**src/urlpd_pkg.sv**
```systemverilog
// Shared definitions for the URL path percent decoder.
// Character codes, state codes and the hex digit decoder.
// No dependencies.
package urlpd_pkg;

  localparam logic [7:0] CH_PERCENT   = 8'h25;
  localparam logic [7:0] CH_QUERY     = 8'h3F;
  localparam logic [7:0] CH_SLASH     = 8'h2F;
  localparam logic [7:0] CH_DOT       = 8'h2E;
  localparam logic [7:0] CH_BACKSLASH = 8'h5C;
  localparam logic [7:0] CH_NUL       = 8'h00;
  localparam logic [7:0] CTRL_LIMIT   = 8'h20;

  // escape phase codes
  localparam logic [1:0] ESC_NONE = 2'd0;
  localparam logic [1:0] ESC_HIGH = 2'd1;
  localparam logic [1:0] ESC_LOW  = 2'd2;

  // path component dot tracking
  localparam logic [1:0] DOT_START = 2'd0;
  localparam logic [1:0] DOT_ONE   = 2'd1;
  localparam logic [1:0] DOT_TWO   = 2'd2;
  localparam logic [1:0] DOT_OTHER = 2'd3;

  typedef struct packed {
    logic       ok;
    logic [3:0] nibble;
  } hex_t;

  function automatic hex_t hex_digit(input logic [7:0] c);
    hex_t r;
    r.ok     = 1'b1;
    r.nibble = 4'd0;
    if (c >= 8'h30 && c <= 8'h39) begin
      r.nibble = c[3:0];
    end else if ((c >= 8'h61 && c <= 8'h66) || (c >= 8'h41 && c <= 8'h46)) begin
      // 'a'..'f' and 'A'..'F' share the low three bits: 1..6
      r.nibble = {1'b1, c[2:0] + 3'd1};
    end else begin
      r.ok = 1'b0;
    end
    return r;
  endfunction

endpackage

```
**src/url_path_percent_decoder.sv**
```systemverilog
// URL path percent decoder with a path traversal check.
// Top level; uses urlpd_pkg for character codes and the hex decoder.
// One module, state update and result register only.

// Takes a request target one raw byte per transfer on the s_ side, s_tlast on
// the final byte, and returns exactly one result per input byte on the m_
// side: the decoded byte with a valid flag, and on the result for the last
// byte (m_tlast) the verdict, 1 when the path is safe. The target must begin
// with '/'; everything from the first '?' on is skipped; bad or truncated
// escapes, decoded control bytes or backslashes, and any ".." component
// reject it, after which no more bytes are emitted. One byte is taken every
// cycle: the per-byte state update sits between the input port and a single
// result register, and the input is held off only while that register is
// full and m_tready is low. Each result appears in the cycle after its byte.
// After the last byte the block is back in its start state for the next target.
module url_path_percent_decoder (
  input  logic       clk,
  input  logic       rst,
  input  logic       s_tvalid,
  output logic       s_tready,
  input  logic [7:0] s_tdata,   // [7:0] in_byte
  input  logic       s_tlast,   // in_last
  output logic       m_tvalid,
  input  logic       m_tready,
  output logic [7:0] m_tdata,   // [7:0] out_byte
  output logic [1:0] m_tuser,   // [0] out_valid, [1] accepted
  output logic       m_tlast    // done_res
);

  logic       at_start, at_start_next;
  logic [1:0] escape_phase, escape_phase_next;
  logic [3:0] high_nibble, high_nibble_next;
  logic [1:0] dot_state, dot_state_next;
  logic       in_query, in_query_next;
  logic       failed, failed_next;

  logic          decoded;
  logic [7:0]    val;
  logic          res_valid;
  logic          res_acc;
  urlpd_pkg::hex_t hx;

  logic accept;

  assign s_tready = !m_tvalid || m_tready;
  assign accept   = s_tvalid && s_tready;

  always_comb begin
    at_start_next     = 1'b0;
    escape_phase_next = escape_phase;
    high_nibble_next  = high_nibble;
    dot_state_next    = dot_state;
    in_query_next     = in_query;
    failed_next       = failed;
    decoded           = 1'b0;
    val               = 8'd0;
    res_acc           = 1'b0;
    hx                = urlpd_pkg::hex_digit(s_tdata);

    if (!failed && !in_query) begin
      if (at_start && s_tdata != urlpd_pkg::CH_SLASH) begin
        failed_next = 1'b1;
      end else if (escape_phase == urlpd_pkg::ESC_NONE) begin
        if (s_tdata == urlpd_pkg::CH_QUERY) begin
          in_query_next = 1'b1;
        end else if (s_tdata == urlpd_pkg::CH_PERCENT) begin
          escape_phase_next = urlpd_pkg::ESC_HIGH;
        end else begin
          decoded = 1'b1;
          val     = s_tdata;
        end
      end else begin
        // '?' is not a hex digit, so a truncating '?' fails here too
        if (!hx.ok) begin
          failed_next = 1'b1;
        end else if (escape_phase == urlpd_pkg::ESC_HIGH) begin
          high_nibble_next  = hx.nibble;
          escape_phase_next = urlpd_pkg::ESC_LOW;
        end else begin
          val               = {high_nibble, hx.nibble};
          decoded           = 1'b1;
          escape_phase_next = urlpd_pkg::ESC_NONE;
        end
      end
    end

    if (decoded) begin
      // below 0x20 covers NUL
      if (val == urlpd_pkg::CH_BACKSLASH || val == urlpd_pkg::CH_NUL ||
          val < urlpd_pkg::CTRL_LIMIT) begin
        failed_next = 1'b1;
      end else if (val == urlpd_pkg::CH_SLASH) begin
        if (dot_state == urlpd_pkg::DOT_TWO) failed_next = 1'b1;
        dot_state_next = urlpd_pkg::DOT_START;
      end else if (val == urlpd_pkg::CH_DOT) begin
        if (dot_state == urlpd_pkg::DOT_START) dot_state_next = urlpd_pkg::DOT_ONE;
        else if (dot_state == urlpd_pkg::DOT_ONE) dot_state_next = urlpd_pkg::DOT_TWO;
        else dot_state_next = urlpd_pkg::DOT_OTHER;
      end else begin
        dot_state_next = urlpd_pkg::DOT_OTHER;
      end
    end

    if (s_tlast) begin
      if (escape_phase_next != urlpd_pkg::ESC_NONE) failed_next = 1'b1;
      if (dot_state_next == urlpd_pkg::DOT_TWO) failed_next = 1'b1;
      res_acc = !failed_next;
    end

    res_valid = decoded && !failed_next;
  end

  always_ff @(posedge clk) begin
    if (rst) begin
      at_start     <= 1'b1;
      escape_phase <= urlpd_pkg::ESC_NONE;
      high_nibble  <= 4'd0;
      dot_state    <= urlpd_pkg::DOT_START;
      in_query     <= 1'b0;
      failed       <= 1'b0;
    end else if (accept) begin
      if (s_tlast) begin
        // end of target: back to start state
        at_start     <= 1'b1;
        escape_phase <= urlpd_pkg::ESC_NONE;
        high_nibble  <= 4'd0;
        dot_state    <= urlpd_pkg::DOT_START;
        in_query     <= 1'b0;
        failed       <= 1'b0;
      end else begin
        at_start     <= at_start_next;
        escape_phase <= escape_phase_next;
        high_nibble  <= high_nibble_next;
        dot_state    <= dot_state_next;
        in_query     <= in_query_next;
        failed       <= failed_next;
      end
    end
  end

  always_ff @(posedge clk) begin
    if (rst) begin
      m_tvalid <= 1'b0;
    end else if (accept) begin
      m_tvalid <= 1'b1;
    end else if (m_tready) begin
      m_tvalid <= 1'b0;
    end
  end

  always_ff @(posedge clk) begin
    if (accept) begin
      m_tdata <= res_valid ? val : 8'd0;
      m_tuser <= {res_acc, res_valid};
      m_tlast <= s_tlast;
    end
  end

endmodule

```
**config.mk**
```make
export PLATFORM = sky130hd
export DESIGN_NAME = url_path_percent_decoder
export DESIGN_NICKNAME = d
export VERILOG_FILES = /design/src/urlpd_pkg.sv /design/src/url_path_percent_decoder.sv
export SDC_FILE = /design/constraint.sdc
export NUM_CORES = 1
export LEC_CHECK = 0
export BUFFER_PORTS_ARGS = -buffer_cell sky130_fd_sc_hd__clkbuf_2
export CAP_MARGIN = 20
export CORE_MARGIN = 2
export CORE_UTILIZATION = 45
export DETAILED_ROUTE_END_ITERATION = 6
export GPL_ROUTABILITY_DRIVEN = 0
export PLACE_DENSITY = 0.7
export REMOVE_ABC_BUFFERS = 1
export SYNTH_ARGS = -nofsm -noshare
export SYNTH_HDL_FRONTEND = slang
export SYNTH_SLANG_ARGS = --single-unit
```
**constraint.sdc**
```tcl
create_clock -name clk -period 2.4 [get_ports clk]
set_input_delay 0.36 -clock clk [delete_from_list [all_inputs] [get_ports clk]]
set_output_delay 0.36 -clock clk [all_outputs]
set_load 0.01 [all_outputs]
```
==> results.cfg <==
[layout]
area_growth_pct = 43.1
n_fill_cell = 287
layoutNonFillerInstCount = 311
mostFrequentLayoutCell = buf_4
final_cell_mix = 52 x buf_4, 23 x clkbuf_2, 18 x nand2_1, 13 x nor2_1
drive_above_1_share = 0.452
n_antenna_cell = 0
utilization = 0.660
final_nets = 280

[floorplanning]
ioPinCount = 26
dieArea_um2 = 4190
core_um2 = 3610
die_h_um = 64.8
start_util = 0.461
dieWidth_um = 64.8
core.rowCount = 22

[global_routing]
grt_pass1_vias = 1662
grt_max_degree = 14
grt-ovfl-total = 0
track_usage = 0.239
grt_pass1_wl_um = 7740
antenna_found_initial = 0

[routing]
first_pass_iters = 6
vias = 1863
drtAntennaViolNets = 0
wire_per_inst_um = 16.9
routed_wl_um = 5250
drc = 0
via_per_inst = 5.99
drt_iter0_markers = 155

[synthesis]
synth_area_leader_cell = edfxtp_1
ys.flop_type = dfxtp_1
synth.top_cells.by_area = edfxtp_1 20%, dfxtp_1 14%, nand2_1 4.1%, o21ai_0 3.9%, nor2_1 3.2%
synth_seq_area_share = 0.343
synthArstFlopShare = 0
syn_area_per_cell_um2 = 8.89
synth_edf_count = 11
synth_area_um2 = 1660
ys_ff_latch = 23
netlist_instances = 187
yosysTopAreaCellShare = 0.199
yosys_warnings = 0
synth_cell_types = 57

[timing]
fin_ws_ps = -194
finalCritPeriodShare = 1.08
clock_skew_ps = 3.01
setup_viol = 11
report.final.slew_viol_count = 0
finalHoldViolations = 0
slew_headroom = 0.621
grt_setup_unrepaired = true
fmax_mhz = 385
final.min_clock_period_ps = 2590
hold_ws_ps = 316
worstMarginPinSlew_ps = 563

[setup_path]
critPathTopFamily = simple AND/OR/NAND/NOR gates
crit_path_start_kind = input port
required_ps = 2430
crit_top_cell = buf_4
path_buf_inv = 3
worst_path_max_delay_cell = or4b_1
crit_chain = clkbuf_2, or4b_1, o21ai_0, buf_4, and2_0, o211ai_1, nor4_4, buf_4, nand4_1, o211a_1
crit_path_max_incr_delay_ps = 510
crit_path_max_fanout = 3
worst-setup-path-type = in -> reg
end_kind = flip-flop
cp_data_arrival_time_ps = 2620

[pwr]
leakagePower_nw = 0.991
power_density_nw_per_um2 = 390
ir_drop_uv = 200

[outcome]
violations = negative setup slack
status = finished, violations left

[run]
max_cap_viol_count = 0

[min_path]
hold_class = in -> reg

[clock_tree]
clkTransAtPathRegs_ps = 90
cts-buffers-inserted = 3
cts.sinks = 23
ctsHtreeMaxLevel = 1
cts_tree = yes
clk_path_buf_depth = 2
cts.root.buffer_cell = clkbuf_8
clock_latency_ps = 270
ctsHoldBuffers = 0

[placed_design]
port_buffers = 25
dp_slack_ps = -389
dpl.cell_count = 300
post-dp-hpwl_um = 3580
## timing repair
item,CTS,global route
cloned,0,0
setup buffers,4,4
setup endpoints to repair,12,12
pin swaps,5,3
resized for setup,18,12
## worst reg2reg max path, cell delays in order (launching register included)
cell and delay [ps]:
dfxtp_1 450, or2_2 230, and2_2 180, a31oi_1 50, buf_4 170, a211oi_2 330
o31ai_4 180, a2111oi_1 460, o211a_1 220
## final timing paths
kind              slack (ps)                    startpoint                       end  cells after the start
setup reg to reg           0  escape_phase[1]$_SDFFE_PP0P_  m_tuser[1]$_SDFFCE_PN0P_                      8
hold reg to reg          490         at_start$_SDFFE_PP1P_     at_start$_SDFFE_PP1P_                      2
setup / recovery        -190                    s_tdata[4]  m_tuser[1]$_SDFFCE_PN0P_                     10
hold / removal           320                      s_tvalid     m_tvalid$_SDFFE_PP0P_                      3
## layout make-up
type / instances / area [um^2] / area share
Clock buffer: 3 / 41.3 / 0.0174
Timing Repair Buffer: 80 / 564 / 0.237
Sequential cell: 23 / 571 / 0.240
Clock inverter: 1 / 5.00 / 0.00210
Inverter: 8 / 30.0 / 0.0126
Multi-Input combinational cell: 148 / 1110 / 0.466
Tap cell: 48 / 60.1 / 0.0252
## report_power, final
| group | switching, W | total, W | internal, W |
|---|---|---|---|
| registers | 0.00000729 | 0.000434 | 0.000427 |
| clock network | 0.000136 | 0.000253 | 0.000116 |
| logic | 0.000129 | 0.000242 | 0.000113 |
## Yosys cell counts (all sizes together), types with 2 or more instances
cell type and n:
inv 8, a211o 2, nand2 18, a2111oi 2, a31oi 3, a21o 4
o21bai 2, dfxtp 12, nand4 2, nor3 7, nand2b 4, o211ai 4
o31ai 5, or2 4, clkbuf 4, buf 4, nand3 5, o211a 2
nor2b 3, nor4 2, edfxtp 11, nor2 14, mux2i 2, a211oi 5
and3 2, nor3b 6, o21ai 13, ha 3, and2 3, a2bb2oi 2
a31o 2, a32oi 3, or4b 2, a21oi 8
## routing by layer
layer  part of all wire  global-route usage  wire length [um]  up-vias
li1                   -                   -                 -      866
met3              0.072              0.0417               376       26
met2               0.50               0.419              2600      106
met1               0.40               0.293              2080      865
met4              0.036              0.0824               187        0
met5                  0                   0                 0        -
## state kept, by name (all words and copies together), names as in the netlist
register / cells
m_tvalid: 1
in_query: 1
escape_phase: 2
at_start: 1
m_tuser: 2
failed: 1
m_tdata: 8
high_nibble: 4
m_tlast: 1
dot_state: 2
## per-stage QoR
stage	area, um^2	total power [W]	TNS (ps)
2_1_floorplan	1590	0.000533	-2060
3_3_place_gp	2130	0.000643	-3800
3_5_place_dp	2130	0.000646	-4200
4_1_cts	2290	0.000901	-365
5_1_grt	2380	0.000961	-2020
6_report	2380	0.000929	-1320
## logic make-up after synthesis
kind of cell,Yosys count,synth area share
and+or+nand+nor,78,0.269
AOI/OAI and AO/OA,64,0.286
DFF,23,0.343
buffers and inverters,16,0.0617
adders and majority gates,3,0.0226
muxes,2,0.0120
xor gates and xnor gates,1,0.00527
Note: power is estimated with default switching activity, not from simulation.
